## src/hw/rtl/tuvc_fifo.sv

```systemverilog
// Small synchronous queue with full and empty flags.
// No dependencies.
module tuvc_fifo #(
   parameter int WIDTH = 8,
   parameter int DEPTH = 2
) (
   input  logic             clock,
   input  logic             reset,
   input  logic             push,
   input  logic [WIDTH-1:0] din,
   output logic             full,
   input  logic             pop,
   output logic [WIDTH-1:0] dout,
   output logic             empty
);
   localparam int PW = (DEPTH > 1) ? $clog2(DEPTH) : 1;
   localparam int CW = $clog2(DEPTH + 1);

   logic [WIDTH-1:0] mem_ff [DEPTH];
   logic [PW-1:0]    wr_ff, wr_in, rd_ff, rd_in;
   logic [CW-1:0]    cnt_ff, cnt_in;
   logic             do_push, do_pop;

   assign full    = (cnt_ff == CW'(DEPTH));
   assign empty   = (cnt_ff == '0);
   assign do_push = push && !full;
   assign do_pop  = pop && !empty;
   assign dout    = mem_ff[rd_ff];

   always_comb begin
      wr_in  = wr_ff;
      rd_in  = rd_ff;
      cnt_in = cnt_ff;
      if (do_push) wr_in = (wr_ff == PW'(DEPTH - 1)) ? '0 : wr_ff + 1'b1;
      if (do_pop)  rd_in = (rd_ff == PW'(DEPTH - 1)) ? '0 : rd_ff + 1'b1;
      if (do_push && !do_pop) cnt_in = cnt_ff + 1'b1;
      else if (do_pop && !do_push) cnt_in = cnt_ff - 1'b1;
   end

   always_ff @(posedge clock) begin
      if (reset) begin
         wr_ff  <= '0;
         rd_ff  <= '0;
         cnt_ff <= '0;
      end else begin
         wr_ff  <= wr_in;
         rd_ff  <= rd_in;
         cnt_ff <= cnt_in;
      end
   end

   always_ff @(posedge clock) begin
      if (do_push) mem_ff[wr_ff] <= din;
   end
endmodule

```

## config.mk

```make
export PLATFORM = sky130hd
export DESIGN_NAME = tuvc_fifo
export DESIGN_NICKNAME = d
export VERILOG_FILES = /design/src/hw/rtl/tuvc_fifo.sv
export SDC_FILE = /design/constraint.sdc
export NUM_CORES = 1
export LEC_CHECK = 0
export ABC_CLOCK_PERIOD_IN_PS = 3850
export BUFFER_PORTS_ARGS = -buffer_cell sky130_fd_sc_hd__buf_2
export CAP_MARGIN = 20
export CORE_MARGIN = 3
export CORE_UTILIZATION = 52
export CTS_CLUSTER_DIAMETER = 80
export CTS_CLUSTER_SIZE = 10
export DETAILED_ROUTE_END_ITERATION = 7
export GPL_ROUTABILITY_DRIVEN = 0
export PLACE_DENSITY = 0.79
export SLEW_MARGIN = 20
export SYNTH_ARGS = -nofsm -noshare
export SYNTH_HDL_FRONTEND = slang
export SYNTH_SLANG_ARGS = --single-unit
```

## constraint.sdc

```tcl
create_clock -name clock -period 3.85 [get_ports clock]
set_input_delay 0.9625 -clock clock [delete_from_list [all_inputs] [get_ports clock]]
set_output_delay 0.9625 -clock clock [all_outputs]
set_load 0.02 [all_outputs]
```

After elaboration in Yosys (flattened, before gate mapping)
Memory sizes are Yosys's and may differ from the RTL's. A register that Yosys moved wholly into a read port is not among the register bits.
Cells that the tools add are included.
- add/sub/neg operators: 4
- multipliers: 0
- div/mod/pow operators: 0
- order comparisons: 0
- equal/unequal tests: 1
- shift-type cells: 0
- muxes and demuxes: 8
- bitwise gates (word level): 0
- reductions and logical operators: 10
- operators with widths (kind ; number):
    $mux W1 ; 6
    $logic_and A1 B1 Y1 ; 4
    $logic_not A1 Y1 ; 4
    $mux W2 ; 2
    $add A1 B1 Y1 const B ; 2
    $add A2 B1 Y2 const B ; 1
    $eq A2 B2 Y1 const B ; 1
    $logic_not A2 Y1 ; 1
    $reduce_bool A2 Y1 ; 1
    $sub A2 B1 Y2 const B ; 1
- bits in registers: 4
- bits in latches: 0
- bits in writable memories: 16
- bits in read-only memories: 0
- input bits: 12
- output and inout bits: 10
- word-level logic and storage cells: 27
- memories kept: 1
- memory list (name ; depth ; width ; rd ports ; clocked after Yosys merged registers in ; wr ports ; line ; text):
    mem_ff ; 2 ; 8 ; 1 ; 1 ; 1 ; 19 ; logic [WIDTH-1:0] mem_ff [DEPTH];

Logic depth before layout (Yosys ltp)
Gate-level depths: netlist (run 1).
- depth after elaboration: 7
- mapped depth: 6
- depth with buffers taken out: 6

Worst setup path before layout (run 1)
OpenSTA, ideal clock, no wires.
- path kind: input-to-reg
- from: input pop
- to: register cnt_ff[1]
- arrival: 1893 ps
- required time: 3780 ps
- setup slack: 1888 ps
- stages on the path: 4
- path buffers: 0
- cells stage by stage: o21ai_0 ha_1 or3_1 a21oi_1
- word-level cells in the longest chain between the ends: 4
- elaborated cells between the ends (all ways): 6
- RTL lines (element ; line ; text):
    start, declared ; 12 ; input logic pop,
    $logic_and A1 B1 Y1 * ; 27 ; assign do_pop = pop && !empty;
    $logic_not A1 Y1 ; 36 ; if (do_push && !do_pop) cnt_in = cnt_ff + 1'b1;
    $logic_and A1 B1 Y1 ; 36 ;
    $mux W2 or $reduce_bool A2 Y1 (tied branches) ; -- ;
    end signal, assigned ; 48 ; cnt_ff <= cnt_in;
    end, declared ; 21 ; logic [CW-1:0] cnt_ff, cnt_in;
Mark *: on every way between the ends. The rest lies on a longest branch, timed or not.
A chain may end at the register's enable or synchronous reset.

==> results of run 1 <==
[metrics by stage]
stage	std cells	hold slack, ns	area, sq um	setup WS [ns]	util
final	89	0.489	940	1.50	0.688
after global routing	89	0.556	940	1.43	0.688
after CTS	89	0.494	940	1.47	0.688
after detailed placement	85	0.478	912	1.74	0.668
after global placement	85	0.471	912	1.79	0.668
after floorplan	50	0.452	793	1.89	-
[cell families (layout without fill, tap and decap cells)]
family	count (synthesis)	in the layout	synth area share
multiplexers	8	8	0.114
XOR/XNOR	3	3	0.0331
adder cells (fa/ha/maj)	1	1	0.0158
buffers and inverters	3	27	0.0158
AO/OA/AOI/OAI	5	5	0.0315
AND/OR/NAND/NOR	9	9	0.0584
flip-flops	21	21	0.732
[worst paths after layout]
check,endpoint,slack [ns],cells after the start,from
worst min register to register,wr_ff$_SDFFE_PP0N_,0.49,2,wr_ff$_SDFFE_PP0N_
worst max-delay path,dout[1],1.50,2,register
worst min-delay path,wr_ff$_SDFFE_PP0N_,0.49,2,wr_ff$_SDFFE_PP0N_
worst max register to register,cnt_ff[1]$_SDFFE_PP0P_,2.29,4,cnt_ff[0]$_SDFFE_PP0P_
[layer usage]
metal,global-route usage,routed length [microns],vias to the layer above
li1,-,-,229
met1,0.185,493,204
met2,0.220,600,12
met3,0.0279,65,0
met4,0.0702,0,0
met5,0,0,-
[worst max-delay path, stage by stage, from the launching register on]
cell and delay, ns:
dfxtp_1 0.55, mux2_2 0.38, buf_2 0.16
[state kept, by name, summed over array words and instances, names as in the netlist, named ones only]
register,cells
wr_ff,1
rd_ff,1
mem_ff,16
cnt_ff,2
[cell type report]
class	instances	share of cell area
Sequential cell	21	0.618
Multi-Input combinational cell	26	0.213
Timing Repair Buffer	21	0.112
Clock buffer	3	0.0240
Tap cell	15	0.0200
Inverter	2	0.00799
Clock inverter	1	0.00533
[cells in the mapped netlist]
library cell  count  area (sq um)
mux2_2            8          90.1
a21oi_1           2          10.0
nor2b_2           1          8.76
and2_1            1          6.26
or3_1             2          12.5
buf_2             1          5.00
edfxtp_1         16           480
nor2_1            5          18.8
ha_1              1          12.5
dfxtp_1           5           100
xor2_1            3          26.3
inv_1             2          7.51
o21ai_0           3          15.0
[report_power, final]
part	internal [mW]	switching, mW	leakage, nW
Clock	0.0386	0.0602	0.0177
Combinational	0.0892	0.118	0.172
Sequential	0.289	0.0297	0.191
Total	0.417	0.208	0.381
==> flow_metrics.tcl, run 1 <==
set metrics [dict create \
    cts_root_buffer "clkbuf_4" \
    ios 22 \
    io_buffers 21 \
    power.total_uw 625 \
    rsz0062_at_grt "no" \
    vias 445 \
    hold_viol 0 \
    antenna_left 0 \
    crit_path_start_kind "register" \
    ys_warn_count 0 \
    antenna_cells 0 \
    slew_violations 0 \
    grt_pass1_wl_microns 1980 \
    die_area_sq_um 2030 \
    p_leak_nw 0.381 \
    row_count 13 \
    grt_antenna_before_repair 0 \
    cts-buffers-inserted 3 \
    grt_max_degree 13 \
    post-route-drc-count 0 \
    grt_pass1_vias 440 \
    drt_wl_total_microns 1160 \
    yosysSeqAreaShare 0.732 \
    htreeDepth 1 \
    synth.avg_cell_area_sq_um 15.9 \
    cts_max_path_buffers 2 \
    crit_arrival_ns 1.38 \
    p_per_area_nw_per_um2 665 \
    drt_first_pass_iters 2 \
    cp_data_required_time_ns 2.89 \
    clk_pin_slew_ns 0.11 \
    fin_tns_setup_ns 0 \
    setup_viol 0 \
    coreArea_sq_um 1370 \
    overflow 0 \
    syn2layout_area_growth_pct 18.5 \
    synthesis.instances 50 \
    ys_types 13 \
    syn_nets 63 \
    cts_tree "yes" \
    dieHeight_microns 45.1 \
    end_kind "output pin" \
    period_minus_slack_ns 2.35 \
    max_freq_ghz 0.426 \
    track_usage 0.140 \
    hold_buffers 0 \
    path_class "register to output pin" \
    final_common_cell "buf_2" \
    worst_pin_slew_ns 0.367 \
    cap_violations 0 \
    fin_skew_ns 0.00708 \
    drt_iter0_markers 6 \
    min_path_type "register to register" \
    dieWidth_microns 45.1 \
    post_drt_via_cell_ratio 5.00 \
    initial_core_util 0.581 \
    relSlewSlack 0.756 \
    status "completed" \
    clkSinkCount 21 \
    worst-path-max-fanout 8 \
    ir_drop_uv 403 \
    post_cts_buffers 0 \
    synth_seq_cells 21 \
    fillers 101 \
    final-seq-area_sq_um 581 \
    insertion_delay_ns 0.29 \
    dp_hpwl_microns 898 \
    syn-cell-area_sq_um 793 \
    wl_per_cell_microns 13.0 \
    fin_nets 88 \
    drive_gt1_frac 0.459 \
    cts_resized 0 \
    post-route-period-util 0.610 \
    final_cell_mix "buf_2 (21), edfxtp_1 (16), mux2_2 (8)" \
    multiInputGateArea_sq_um 200 \
]
No activity file was read; power rests on OpenSTA's default activity.
==> run 2: changes to the inputs <==
--- a/config.mk
+++ b/config.mk
@@ -5,16 +5,16 @@
 export SDC_FILE = /design/constraint.sdc
 export NUM_CORES = 1
 export LEC_CHECK = 0
-export ABC_CLOCK_PERIOD_IN_PS = 3850
+export ABC_CLOCK_PERIOD_IN_PS = 2000
 export BUFFER_PORTS_ARGS = -buffer_cell sky130_fd_sc_hd__buf_2
 export CAP_MARGIN = 20
 export CORE_MARGIN = 3
-export CORE_UTILIZATION = 52
+export CORE_UTILIZATION = 44
 export CTS_CLUSTER_DIAMETER = 80
 export CTS_CLUSTER_SIZE = 10
 export DETAILED_ROUTE_END_ITERATION = 7
 export GPL_ROUTABILITY_DRIVEN = 0
-export PLACE_DENSITY = 0.79
+export PLACE_DENSITY = 0.72
 export SLEW_MARGIN = 20
 export SYNTH_ARGS = -nofsm -noshare
 export SYNTH_HDL_FRONTEND = slang
==> constraint.sdc (replaced) <==
create_clock -name clock -period 2 [get_ports clock]
set_input_delay 0.5 -clock clock [delete_from_list [all_inputs] [get_ports clock]]
set_output_delay 0.5 -clock clock [all_outputs]
set_load 0.02 [all_outputs]
==> run 2 against run 1 <==
Register-to-register slack got worse by 1.9 ns. Worst hold slack lost 0.11 ns. Die area is 16% higher. Via count increased by 4.3%. Sequential share of layout area is 0.73 points lower. Critical path depth unchanged. Global-route usage fell by 2.6 points. Highest routed layer is now met4.
==> flow_metrics.tcl, run 2 (synthesis gave the netlist of run 1 again) <==
set metrics [dict create \
    vias 464 \
    preCtsSetupSlack_ns 0.350 \
    wl_per_cell_microns 12.0 \
    post_cts_buffers 0 \
    min_path_type "input pin to register" \
    cp_slowest_cell "dfxtp_1" \
    hold_viol 0 \
    cts_max_path_buffers 2 \
    fin_skew_ns 0.00360 \
    path_class "register to output pin" \
    syn2layout_area_growth_pct 19.9 \
    ios 22 \
    largest_register_ff_count 16 \
    setup_viol 0 \
    fin_nets 88 \
    drt_first_pass_iters 3 \
    worst-path-stages 2 \
    grt_pass1_wl_microns 1980 \
    drive_gt1_frac 0.459 \
    post-route-period-util 0.947 \
    insertion_delay_ns 0.30 \
    multiInputGateArea_sq_um 200 \
    rsz0062_at_grt "no" \
    end_kind "output pin" \
    path_delay_family "flip-flops" \
    p_per_area_nw_per_um2 1270 \
    fin_tns_setup_ns 0 \
    final-seq-area_sq_um 581 \
    grt_antenna_before_repair 0 \
    worst_slack_ns 0.105 \
    io_buffers 21 \
    clkSinkCount 21 \
    dieHeight_microns 48.5 \
    slew_violations 0 \
    dp.cells 94 \
    final_common_cell "buf_2" \
    cts-buffers-inserted 3 \
    dieWidth_microns 48.5 \
    hold_depth 1 \
    period_minus_slack_ns 1.89 \
    crit_path_end "dout[3]" \
    grt_max_degree 13 \
    track_usage 0.114 \
    cts_tree "yes" \
    status "completed" \
    antenna_cells 0 \
    dp_hpwl_microns 838 \
    relSlewSlack 0.760 \
    fillers 131 \
    htreeDepth 1 \
    final_cell_mix "buf_2 (21), edfxtp_1 (16), mux2_2 (8)" \
    cap_violations 0 \
    die_area_sq_um 2350 \
    crit_arrival_ns 1.39 \
    overflow 0 \
    largest-register "mem_ff" \
    drt_wl_total_microns 1180 \
    max_freq_ghz 0.528 \
    finalNonFillerCells 98 \
    r2r_start "cnt_ff[0]$_SDFFE_PP0P_" \
    drt_iter0_markers 8 \
    worst-path-max-fanout 8 \
    cts_resized 0 \
    cts_root_buffer "clkbuf_4" \
    row_count 14 \
    initial_core_util 0.498 \
    slowest_delay_ns 0.55 \
    crit_path_start_kind "register" \
    post_drt_via_cell_ratio 4.73 \
    antenna_left 0 \
    reg2reg_slack_ns 0.42 \
    worst_pin_slew_ns 0.360 \
    post-route-drc-count 0 \
    coreArea_sq_um 1590 \
    reg_top3 "mem_ff (16), cnt_ff (2)" \
    cp_num_buf_inv 1 \
    clk_pin_slew_ns 0.11 \
    rr_endpoint "cnt_ff[1]$_SDFFE_PP0P_" \
    cp_data_required_time_ns 1.50 \
    reg2reg_depth 4 \
    ir_drop_uv 797 \
    hold_buffers 0 \
    p_leak_nw 0.381 \
    crit_chain "mux2_2 > buf_2" \
    grt_pass1_vias 453 \
]
-- run 2: cell counts in the layout (fill, tap and decap cells not counted) --
No cell type changed its count.
-- run 2: stage by stage --
stage | util | power [mW] | area, sq um | hold slack, ns
floorplan | - | 0.909 | 793 | 0.452
global placement | 0.579 | 1.02 | 923 | 0.466
detailed placement | 0.579 | 1.03 | 923 | 0.476
CTS | 0.597 | 1.22 | 951 | 0.379
global route | 0.597 | 1.29 | 951 | 0.362
finish | 0.597 | 1.21 | 951 | 0.384
-- run 2: worst min path at each step --
stage	startpoint	endpoint	slack (ns)
final	din[7]	mem_ff[1][7]$_DFFE_PP_	0.38
after CTS	din[2]	mem_ff[0][2]$_DFFE_PP_	0.38
after detailed placement	wr_ff$_SDFFE_PP0N_	wr_ff$_SDFFE_PP0N_	0.48
after global routing	din[0]	mem_ff[0][0]$_DFFE_PP_	0.36
after floorplan	wr_ff$_SDFFE_PP0N_	wr_ff$_SDFFE_PP0N_	0.45
after global placement	wr_ff$_SDFFE_PP0N_	wr_ff$_SDFFE_PP0N_	0.47
-- run 2: final cells by class --
class,count,area share
flip-flops and latches,21,0.611
multi-input cells,26,0.211
repair buffers,21,0.111
well taps,24,0.0316
clock buffers,3,0.0237
inverters,2,0.00789
clock inverters,1,0.00526
-- run 2: power by group --
part	total, mW	switching [mW]	internal, mW
combinational	0.400	0.228	0.172
clock	0.197	0.122	0.0744
sequential	0.615	0.0589	0.556
total	1.21	0.409	0.803
-- run 2: routing by layer --
layer  routed length, microns  GRT usage
met4                       18     0.0853
met5                        0          0
met1                      533      0.137
met3                       70     0.0337
met2                      554      0.172
