<file path="config.mk">
export PLATFORM = sky130hd
export DESIGN_NAME = tuvc_front
export DESIGN_NICKNAME = d
export VERILOG_FILES = /design/src/hw/rtl/tuvc_pkg.sv /design/src/hw/rtl/tuvc_front.sv
export SDC_FILE = /design/constraint.sdc
export NUM_CORES = 1
export LEC_CHECK = 0
export ABC_CLOCK_PERIOD_IN_PS = 5980
export CORE_AREA = 4 4 304 306
export DETAILED_ROUTE_END_ITERATION = 10
export DIE_AREA = 0 0 308 310
export DONT_BUFFER_PORTS = 1
export PLACE_DENSITY = 0.36
export SYNTH_ARGS = -nofsm -noshare
export SYNTH_HDL_FRONTEND = slang
export SYNTH_SLANG_ARGS = --single-unit
</file>
<file path="constraint.sdc">
create_clock -name clock -period 5.98 [get_ports clock]
set_clock_uncertainty 0.05 [all_clocks]
set_input_delay 0 -clock clock [delete_from_list [all_inputs] [get_ports clock]]
set_output_delay 0 -clock clock [all_outputs]
set_load 0.01 [all_outputs]
</file>
<file path="src/hw/rtl/tuvc_pkg.sv">
// Package for the UV square triangle clipper: vertex, triangle and result
// types, constants and the outcode and clip distance helpers.
// No dependencies.
package tuvc_pkg;

   localparam int DEF_MAX_POLY_VERTS = 8;
   localparam int DEF_FRAC_BITS      = 16;
   localparam int T_BITS             = 28;
   localparam int DIST_W             = 34;
   localparam int MAX_EMIT           = 7;
   localparam int NUM_CRD            = 5;
   localparam int QUEUE_DEPTH        = 2;

   localparam int CRD_X = 0;
   localparam int CRD_Y = 1;
   localparam int CRD_Z = 2;
   localparam int CRD_U = 3;
   localparam int CRD_V = 4;

   localparam logic [1:0] EDGE_UMIN = 2'd0;
   localparam logic [1:0] EDGE_UMAX = 2'd1;
   localparam logic [1:0] EDGE_VMIN = 2'd2;
   localparam logic [1:0] EDGE_VMAX = 2'd3;

   typedef struct packed {
      logic [NUM_CRD-1:0][31:0] crd;
      logic [31:0]              color;
   } vert_type;

   typedef struct packed {
      vert_type [2:0] vtx;
      logic [3:0]     comb;
      logic [3:0]     common;
   } tri_type;

   typedef struct packed {
      vert_type   vtx;
      logic [2:0] poly_count;
      logic       last_vertex;
   } rsp_type;

   typedef enum logic [3:0] {
      ST_IDLE, ST_LOAD, ST_PREV, ST_READ, ST_TEST, ST_DIV, ST_MUL, ST_XWR,
      ST_COPY, ST_EDGE, ST_EMIT
   } back_state_type;

   // bit0 u<0, bit1 u>one, bit2 v<0, bit3 v>one
   function automatic logic [3:0] outcode(vert_type vt, logic [31:0] one);
      logic [3:0] c;
      c = 4'b0;
      if ($signed(vt.crd[CRD_U]) < 0) c[0] = 1'b1;
      else if ($signed(vt.crd[CRD_U]) > $signed(one)) c[1] = 1'b1;
      if ($signed(vt.crd[CRD_V]) < 0) c[2] = 1'b1;
      else if ($signed(vt.crd[CRD_V]) > $signed(one)) c[3] = 1'b1;
      return c;
   endfunction

   function automatic logic signed [DIST_W-1:0] edge_dist(vert_type vt,
         logic [1:0] edge_sel, logic [31:0] one);
      logic signed [DIST_W-1:0] u, v, o, d;
      u = DIST_W'($signed(vt.crd[CRD_U]));
      v = DIST_W'($signed(vt.crd[CRD_V]));
      o = DIST_W'($signed({1'b0, one}));
      case (edge_sel)
         EDGE_UMIN: d = u;
         EDGE_UMAX: d = o - u;
         EDGE_VMIN: d = v;
         EDGE_VMAX: d = o - v;
         default:   d = u;
      endcase
      return d;
   endfunction

   // lowest set bit of an edge mask
   function automatic logic [1:0] first_edge(logic [3:0] m);
      logic [1:0] e;
      e = EDGE_VMAX;
      if (m[2]) e = EDGE_VMIN;
      if (m[1]) e = EDGE_UMAX;
      if (m[0]) e = EDGE_UMIN;
      return e;
   endfunction

endpackage

</file>
<file path="src/hw/rtl/tuvc_front.sv">
// Front end: gathers three vertices, forms outcodes and queues the triangle.
// Depends on tuvc_pkg.
module tuvc_front import tuvc_pkg::*; #(
   parameter int FRAC_BITS = DEF_FRAC_BITS
) (
   input  logic     clock,
   input  logic     reset,
   input  logic     push,
   input  vert_type vtx,
   output logic     full,
   output logic     q_push,
   output tri_type  q_data,
   input  logic     q_full
);
   localparam logic [31:0] ONE = 32'(1) << FRAC_BITS;

   logic [1:0]     corner_count_ff, corner_count_in;
   vert_type [1:0] corner_ff;
   logic [1:0][3:0] corner_outcodes_ff;
   logic [3:0]     oc_new;
   logic           accept;

   assign full   = (corner_count_ff == 2'd2) && q_full;
   assign accept = push && !full;
   assign oc_new = outcode(vtx, ONE);
   assign q_push = accept && (corner_count_ff == 2'd2);

   always_comb begin
      q_data.vtx[0] = corner_ff[0];
      q_data.vtx[1] = corner_ff[1];
      q_data.vtx[2] = vtx;
      q_data.comb   = corner_outcodes_ff[0] | corner_outcodes_ff[1] | oc_new;
      q_data.common = corner_outcodes_ff[0] & corner_outcodes_ff[1] & oc_new;
      corner_count_in = corner_count_ff;
      if (accept) corner_count_in = (corner_count_ff == 2'd2) ? 2'd0 : corner_count_ff + 2'd1;
   end

   always_ff @(posedge clock) begin
      if (reset) begin
         corner_count_ff    <= '0;
         corner_outcodes_ff <= '0;
      end else begin
         corner_count_ff <= corner_count_in;
         if (accept && corner_count_ff != 2'd2)
            corner_outcodes_ff[corner_count_ff[0]] <= oc_new;
      end
   end

   always_ff @(posedge clock) begin
      if (accept && corner_count_ff != 2'd2) corner_ff[corner_count_ff[0]] <= vtx;
   end
endmodule

</file>
# Word level (Yosys, flattened, before mapping)
# Index checks and enable logic that the tools add are counted.
# totals
input_bits	196
regBits	394
output_inout_bits	586
elab_cells	47
# classes
n_eq_ne	2
n_reduce_logical	6
magnitude_cmp	6
bitwise	4
mux	13
add_sub_neg	1
# op_table
operator	n
bitwise mux 384 bit	1
demux 192 bit (select 1 bit)	1
two-way mux 192 bit	1
greater-than comparator 32 x 18 -> 1 bit (second input constant)	2
less-than comparator 32 x 1 -> 1 bit (second input constant)	2
bitwise AND 4 bit	2
bitwise mux 8 bit	1
OR 4 bit	2
two-way mux 1 bit	6
logical AND 1 bit	5
demux 4 bit (select 1 bit)	1
two-way mux 4 bit	1
adder 2 x 1 -> 2 bit (second input constant)	1
equality test 2 bit (second input constant)	1
less-than comparator 1 x 2 -> 1 bit (second input constant)	1
two-way mux 2 bit	1
inequality test 2 bit (second input constant)	1
greater-or-equal comparator 1 bit (second input constant)	1
zero test 1 bit	1

# Logic depth before layout (Yosys ltp)
# Gate-level depths: netlist of run 1.
# depth
word_depth	5
mapped_depth	4

# Least setup slack after synthesis of run 1
# No wires, ideal clock.
# synth_timing
path_type	register to register
startpoint	register corner_count_ff[1]
endpoint	register corner_outcodes_ff[1] in the netlist's numbering
required_time_ps	5531
arrival_time_ps	5506
path_buffers	0
stages_incl_launch_ff	3
setup_slack_ps	25
path_cell_list	dfxtp_1 -> nor3b_4 -> a311oi_1
# synth_between
elab_chain_cells	5
elab_cells_between_ends	6
# synth_rtl
element	line_no	text
start, declared	tuvc_front.sv:17	logic [1:0] corner_count_ff, corner_count_in;
start signal, assigned	tuvc_front.sv:43	corner_count_ff <= corner_count_in;
equality test 2 bit	tuvc_front.sv:23	assign full = (corner_count_ff == 2'd2) && q_full;
logical AND 1 bit	tuvc_front.sv:23	
zero test 1 bit	tuvc_front.sv:24	assign accept = push && !full;
logical AND 1 bit	tuvc_front.sv:24	
logical AND 1 bit (*)	tuvc_front.sv:44	if (accept && corner_count_ff != 2'd2)
end signal, assigned by index	tuvc_front.sv:45	corner_outcodes_ff[corner_count_ff[0]] <= oc_new;
end, declared	tuvc_front.sv:19	logic [1:0][3:0] corner_outcodes_ff;
# Mark *: on every way between the ends. The rest lies on a longest branch, timed or not.
# A chain may end at the register's enable or synchronous reset.

# Final worst setup path of run 1
# layout_timing
startpoint	register corner_count_ff[0]
endpoint	register corner_outcodes_ff[4] in the netlist's numbering
# layout_between
elab_chain_cells	5
elab_cells_between_ends	12
# layout_rtl
element	line_no
less-than comparator 1 x 2 -> 1 bit (implied by the code), or another cell as far along	tuvc_front.sv:45
logical AND 1 bit, on equally long branches	tuvc_front.sv:45, tuvc_front.sv:23
two-way mux 4 bit (implied by the code) or zero test 1 bit (tied branches)	tuvc_front.sv:45, tuvc_front.sv:24
demux 4 bit (select 1 bit) or logical AND 1 bit (tied branches)	tuvc_front.sv:45, tuvc_front.sv:24
bitwise mux 8 bit or logical AND 1 bit (tied branches)	tuvc_front.sv:45, tuvc_front.sv:44
# Several ways; a longest one is shown, not always the timed one.

==> results of run 1 <==
## final timing paths
check,startpoint,endpoint,slack (ns),depth (start not counted)
worst max register to register,corner_count_ff[0],corner_outcodes_ff[4],3.37,5
worst max-delay path,corner_count_ff[0],corner_outcodes_ff[4],3.37,5
worst min-delay path,q_full,q_push,0.01,1
worst min register to register,corner_outcodes_ff[2],corner_outcodes_ff[2],0.46,2
## worst max-delay path: stages, from the launching register on
cell and delay, ns:
dfxtp_1 0.43, and2_4 0.68, buf_12 0.39, mux2i_1 0.25, nor2_1 0.05, dlygate4sd3_1 0.57
## repair_timing
item,CTS,global route
hold buffers,203,0
hold endpoints to repair,624,0
setup endpoints to repair,0,0
## cell usage after synthesis, types with 3 or more instances
master / count / area (sq um)
a21oi_1: 3 / 15.0
a311oi_1: 5 / 43.8
a41o_1: 4 / 40.0
buf_4: 192 / 1440
dfxtp_1: 10 / 200
edfxtp_1: 384 / 11500
mux2i_1: 4 / 40.0
nand2b_1: 3 / 18.8
nor2_1: 15 / 56.3
nor4_1: 15 / 93.8
## state kept, by name, indices dropped and copies added (netlist names)
signal and cells:
corner_count_ff 2, corner_outcodes_ff 8, q_data 384
## cell usage in the layout (no fill, tap or decap), types with 3 or more instances in the layout
master,synthesis,final
a311oi_1,5,5
a41o_1,4,4
clkinv_1,0,4
buf_4,192,7
a21oi_1,3,3
mux2i_1,4,4
bufinv_16,0,5
clkinv_2,0,5
nor2_1,15,15
clkbuf_1,0,10
edfxtp_1,384,384
nor4_1,15,11
dlygate4sd3_1,0,203
dfxtp_1,10,10
nand2b_1,3,3
nor4_2,0,4
clkbuf_16,0,45
## cell type report
type	count	area (sq um)
Inverter	2	7.51
Sequential cell	394	11700
Clock buffer	57	1190
Timing Repair Buffer	212	2120
Fill cell	9462	72500
Tap cell	1176	1470
Clock inverter	17	215
Multi-Input combinational cell	59	403
## power groups by stage
stage	combinational, uW	clock, uW	sequential [uW]
3_3_place_gp	116	0	3430
2_1_floorplan	205	0	3400
6_report	330	2650	3360
4_1_cts	338	2750	3370
3_5_place_dp	116	0	3430
5_1_grt	352	2880	3370
## metrics by stage
stage | total power (uW) | setup WS, ns | hold slack, ns
2_1_floorplan | 3610 | 0.0252 | 0.000398
3_3_place_gp | 3550 | 3.58 | -0.0499
3_5_place_dp | 3540 | 3.59 | -0.0499
4_1_cts | 6460 | 3.26 | 0.00491
5_1_grt | 6600 | 3.10 | 0.0221
6_report | 6340 | 3.37 | 0.0147
## logic make-up (layout without fill, tap and decap cells)
group,after synthesis,after routing,synth area share (%)
buffers and inverters,196,288,10.8
flip-flops,394,394,86.4
AND/OR/NAND/NOR,43,43,1.75
multiplexers,4,4,0.295
AO/OA/AOI/OAI,12,12,0.728
## routing by layer
metal | part of all wire (%) | global-route usage, % | up-vias
li1 | - | - | 2408
met1 | 33 | 8.09 | 3049
met2 | 54 | 14.5 | 443
met3 | 10 | 3.73 | 62
met4 | 2.7 | 2.86 | 4
met5 | 0.080 | 0 | -
==> metrics.txt, run 1 <==
Max IR drop VDD 0.193 mV; average size of a mapped cell 20.9 sq um; Final GP Congestion 0.683; # rows 110; Final nets 907; Max Clk Rate 383 MHz; startpoint types flip-flop; vias per cell 3.11; register area share after synthesis 86.4%; sequential power share 53.1%; sw frac 22.0%; power density cells 370 nW/um^2; Layout Cells excl Fill 1,917; # clock sinks 394; first-pass GRT wire length 54.0 mm; Final ANT Viol Nets 0; setup_tns 0 ns; Yosys cell types 19; Horiz. Die Dim 308 um; wire length per cell 22.2 um; initial antenna violation count 7; placed cell count 1,640; combinational share of power 5.2%; critical path arrival 3.01 ns; clk_lat worst skew 0.55 ns; post-DP HPWL 27.5 mm; Sw Pwr 1400 uW; Boundary Pins 782; placed cell area 13,700 sq um; Static Leak 0.00540 uW; final setup vio count 0; port buffer count 0; register bit total from synthesis 394; htree depth 2; WP data required 6.37 ns; Starting Density 15.1%; clock root buffer clkbuf_16; die area 95,500 sq um; Final Util 19.1%; Post-synth ARST share 0%; pin count of the biggest net entering global routing 106; RSZ-0062 raised after global routing no; synthesized netlist cell count 649; via count of the first global-routing pass 6,242; Post-Syn Nets 845; GR Util All Layers 8.02%; slew margin rel. 45.7%; CTS Buffer Depth 3; Final period util 43.7%; Yosys warnings 0; crit-path max FO 95; TritonCTS buffer count 42; final instance area 17,100 sq um; Hold Path Class primary input to output pin; Max-Cap Viols 0; Final Max Slew Viols 0; Setup CP Type flip-flop to flip-flop; internal power 4940 uW; Clk pwr share 41.7%; DR vias 5,966; dominant synthesized flop cell edfxtp_1; ANT cells 0; DRC viols 0; share of post-route cells with drive strength above 1 10.1%; post-CTS setup buffers 0; Hold Vio Cnt, Final 0; Post-Route WL 42.5 mm; TritonCTS clock tree yes; area delta synth->final 26.3%; status finished clean; worst slew pin tran 0.815 ns; 1st-iter DRT viols 472; Die H 310 um; Worst-path clk slew 0.06 ns; EDFF count, synth 384; total gr overflow 0; Pre-Repair DR Iteration Count 6; Setup crit end kind flip-flop; Synth Cell Area 13,600 sq um; Tmin final 2.61 ns; Core Box Area 89,600 sq um; PostCTS Resize Cnt 0
Note: power is estimated with default switching activity, not from simulation.
==> run 2: changes to the inputs <==
Settings changed: ABC_CLOCK_PERIOD_IN_PS 5980 to 2200.
Clock period 5.98 ns to 2.2 ns, I/O delays scaled along.
==> run 2 against run 1 <==
Register-to-register slack lost 3.0 ns. Non-clock buffer count increased by 19. Hold slack better by 0.021 ns. Cell area about the same. Via count rose by 0.79%. Combinational power rose to 2.9 times the previous value. Sequential power rose to 2.7 times the previous value. Wire length up 3.8%. Flip-flop and latch count unchanged. Setup slack lost 3.2 ns. Critical path depth up 1. Critical path type is now primary input to flip-flop. Largest cell class unchanged.
==> metrics.txt, run 2 (same netlist as run 1, synthesis figures left out) <==
FF/Latch Area 11,700 sq um; CTS Buffer Depth 3; worst slew pin tran 0.844 ns; Hold Path Class primary input to flip-flop; Tmin final 2.03 ns; port buffer count 0; post-DP HPWL 29.7 mm; GR Util All Layers 8.38%; TritonCTS clock tree yes; Hold Vio Cnt, Final 0; hold-critical path depth 3; TritonCTS buffer count 41; power density cells 964 nW/um^2; Worst-path clk slew 0.06 ns; wire length per cell 22.8 um; Core Box Area 89,600 sq um; Starting Density 15.1%; total gr overflow 0; Horiz. Die Dim 308 um; first-pass GRT wire length 56.3 mm; Reg2Reg Setup Slack 0.41 ns; Final Max Slew Viols 0; final worst slack 0.170 ns; initial antenna violation count 4; Final GP Congestion 0.703; via count of the first global-routing pass 6,524; DRC viols 0; DR vias 6,013; Max-Cap Viols 0; start of the worst register-to-register path corner_count_ff[0]; Post-Route WL 44.1 mm; Max IR drop VDD 0.468 mV; die area 95,500 sq um; Static Leak 0.00542 uW; area of the multi-input gates 378 sq um; clk_lat worst skew 0.56 ns; Final Util 19.1%; share of post-route cells with drive strength above 1 11.9%; Worst Hold Launch vtx[156]; Boundary Pins 782; post-CTS setup buffers 0; reg-to-reg critical path endpoint corner_count_ff[1]; Largest register FFs 384; Total Power 16,500 uW; Die H 310 um; most frequent cells in the layout 384 x edfxtp_1, 199 x dlygate4sd3_1, 41 x clkbuf_16; vias per cell 3.11; # clock sinks 394; crit-path max FO 4; Final ANT Viol Nets 0; # rows 110; RSZ-0062 raised after global routing no; 1st-iter DRT viols 455; final setup vio count 0; Setup crit end kind flip-flop; worst hold margin 0.0355 ns; pin count of the biggest net entering global routing 67; Final period util 92.3%; worst hold endpoint corner_outcodes_ff[5]; area delta synth->final 26.3%; FILL cells 9,513; most common cell after layout, fill and taps aside edfxtp_1; htree depth 2; pre-CTS setup slack 0.578 ns; slew margin rel. 43.2%; Setup CP Type primary input to flip-flop; critical path arrival 2.44 ns; Pre-Repair DR Iteration Count 4; Final nets 925; Max Clk Rate 493 MHz; WP data required 2.61 ns; setup_tns 0 ns; startpoint types primary input; clock root buffer clkbuf_16; status finished clean; FF-to-FF path depth 5
[run 2: cell types whose count changed in the layout (fill, tap and decap cells not counted), sizes merged]
cell and delta:
buf +23, clkbuf -9, inv -1, bufinv -3
dlygate4sd3 -4, clkinv +7, diode +2
[run 2: worst max path at each step]
stage | start | slack, ns | to
finish | vtx[144] | 0.17 | corner_outcodes_ff[1]
global route | vtx[189] | 0.13 | q_data[3]
CTS | vtx[189] | 0.16 | q_data[3]
detailed placement | corner_count_ff[1] | 0.58 | q_data[12]
global placement | corner_count_ff[1] | 0.59 | q_data[29]
floorplan | corner_count_ff[1] | -3.72 | corner_outcodes_ff[1]
[run 2: area by class of cell]
cell class	instances	area share, %
Inverter	2	0.0438
Tap cell	1176	8.58
Antenna cell	2	0.0292
Timing Repair Buffer	231	13.7
Multi-Input combinational cell	59	2.20
Clock buffer	48	6.14
Clock inverter	20	0.905
Sequential cell	394	68.4
[run 2: report_power, final]
| part | internal, uW | leakage [uW] | switching, uW | total [uW] |
|---|---|---|---|---|
| clock network | 3640 | 0.000593 | 2760 | 6400 |
| logic | 354 | 0.00116 | 619 | 973 |
| registers | 8760 | 0.00368 | 393 | 9150 |
[run 2: metal layers]
layer / share of wire, % / wire length [um] / up-vias / GRT usage, %
li1: - / - / 2451 / -
met1: 34 / 15000 / 3066 / 8.49
met2: 53 / 23200 / 445 / 15.0
met3: 11 / 4860 / 51 / 4.25
met4: 2.5 / 1100 / 0 / 2.76
met5: 0 / 0 / - / 0
[run 2: critical path, stage by stage]
cell and delay [ns]:
dlygate4sd3_1 0.69, nand2b_1 0.08, dlygate4sd3_1 0.55, a41o_1 0.24
dlygate4sd3_1 0.59, a311oi_1 0.28
[run 2: metrics by stage]
step / cell area, sq um / instances
floorplan: 13600 / 649
global placement: 13900 / 1663
detailed placement: 13900 / 1663
CTS: 17100 / 1930
global route: 17100 / 1930
finish: 17100 / 1932
[run 2: repair_timing]
| action | CTS | global route |
|---|---|---|
| gates resized for setup | 0 | 0 |
| endpoints found under the hold margin | 648 | 0 |
| hold buffers | 199 | 0 |
==> run 3: changes to the inputs <==
Settings changed: CORE_AREA 4 4 304 306 to 4 4 303 305, DIE_AREA 0 0 308 310 to 0 0 307 309, PLACE_DENSITY 0.36 to 0.37.
==> run 3 against run 2 <==
The run now ends with negative hold slack left. Flip-flop and latch count stayed put. Largest power group unchanged. Via count decreased by 0.12%. Final cell count is essentially flat.
==> metrics.txt, run 3 (same netlist as run 1, synthesis figures left out) <==
pin count of the biggest net entering global routing 63; port buffer count 0; htree depth 2; Tmin final 2.02 ns; area delta synth->final 26.6%; critical path arrival 2.46 ns; most common cell after layout, fill and taps aside edfxtp_1; pre-CTS setup slack 0.344 ns; FILL cells 9,440; wire length per cell 21.5 um; Sw Pwr 3730 uW; vias per cell 3.11; FF/Latch Area 11,700 sq um; DR vias 6,006; # clock sinks 394; Worst-path clk slew 0.06 ns; CTS Buffer Depth 3; power density cells 972 nW/um^2; Max IR drop VDD 0.466 mV; Core Box Area 89,300 sq um; WP data required 2.64 ns; final instance area 17,200 sq um; Hold Vio Cnt, Final 2; 1st-iter DRT viols 453; clock root buffer clkbuf_16; Clk pwr share 39.6%; Final period util 91.6%; sequential power share 54.7%; worst slew pin tran 1.16 ns; cts hold-fix bufs 199; post-DP HPWL 27.2 mm; via count of the first global-routing pass 6,365; final worst slack 0.185 ns; share of post-route cells with drive strength above 1 11.5%; TritonCTS clock tree yes; placed cell area 13,900 sq um; most frequent cells in the layout 384 x edfxtp_1, 199 x dlygate4sd3_1, 43 x clkbuf_16; Die H 309 um; FF-to-FF path depth 5; post-CTS setup buffers 0; area of the multi-input gates 378 sq um; Final nets 921; failing checks negative hold slack; # rows 110; PostCTS Resize Cnt 0; internal power 13,000 uW; Final GP Congestion 0.723; initial antenna violation count 5; combinational share of power 5.7%; Setup CP Type primary input to flip-flop; Post-Route WL 41.5 mm; Setup crit end kind flip-flop; hold-critical path depth 2; DRC viols 0; Starting Density 15.2%; Boundary Pins 782; Final Max Slew Viols 0; slew margin rel. 21.7%; total gr overflow 0; die area 94,900 sq um; status complete, but fails checks; TritonCTS buffer count 41; Pre-Repair DR Iteration Count 4; RSZ-0062 raised after global routing no; startpoint types primary input; sw frac 22.3%; Horiz. Die Dim 307 um; first-pass GRT wire length 53.4 mm; Hold Path Class primary input to flip-flop; Max-Cap Viols 0; worst hold margin -0.0194 ns; Final ANT Viol Nets 0; clk_lat worst skew 0.54 ns; GR Util All Layers 7.88%; setup_tns 0 ns; Largest register FFs 384; final setup vio count 0; Max Clk Rate 496 MHz; Static Leak 0.00544 uW; crit-path max FO 7
## run 3: cell count changes in the layout (fill, tap and decap cells not counted), sizes merged
cell,delta
diode,+1
clkinv,-6
buf,-4
clkinvlp,-1
clkbuf,+11
## run 3: metrics by stage
step / power [uW] / utilization (%) / std cells
floorplan: 9800 / - / 649
global placement: 9700 / 15.6 / 1659
detailed placement: 9700 / 15.6 / 1659
CTS: 17100 / 19.2 / 1930
global route: 17500 / 19.2 / 1931
finish: 16700 / 19.2 / 1933
## run 3: worst paths after layout
path	from	end	slack, ns
hold / removal	vtx[159]	corner_outcodes_ff[1]	-0.02
setup / recovery	vtx[191]	corner_outcodes_ff[3]	0.18
hold reg to reg	corner_outcodes_ff[5]	corner_outcodes_ff[5]	0.47
setup reg to reg	corner_count_ff[1]	corner_outcodes_ff[0]	0.23
## run 3: worst max-delay path: stages
cell,delay (ns)
dlygate4sd3_1,0.71
a41o_1,0.31
dlygate4sd3_1,0.60
a311oi_1,0.27
dlygate4sd3_1,0.57
## run 3: area by class of cell
cell class | instances | share of cell area (%)
multi-input combinational | 59 | 2.20
sequential | 394 | 68.3
clock inverter | 13 | 0.692
timing repair buffer | 227 | 13.5
tap | 1176 | 8.56
antenna | 3 | 0.0437
clock buffer | 59 | 6.73
inverter | 2 | 0.0437
## run 3: power groups by stage
stage	Clock, uW	Combinational (uW)	Sequential [uW]
2_1_floorplan	0	558	9240
3_3_place_gp	0	381	9320
3_5_place_dp	0	389	9310
4_1_cts	6920	980	9160
5_1_grt	7300	1020	9170
6_report	6610	955	9140
## run 3: metal layers
metal	part of all wire (%)	vias up	global-route usage [%]
li1	-	2450	-
met1	32	3062	7.61
met2	53	437	14.2
met3	12	53	4.06
met4	3.0	4	3.18
met5	0.051	-	0
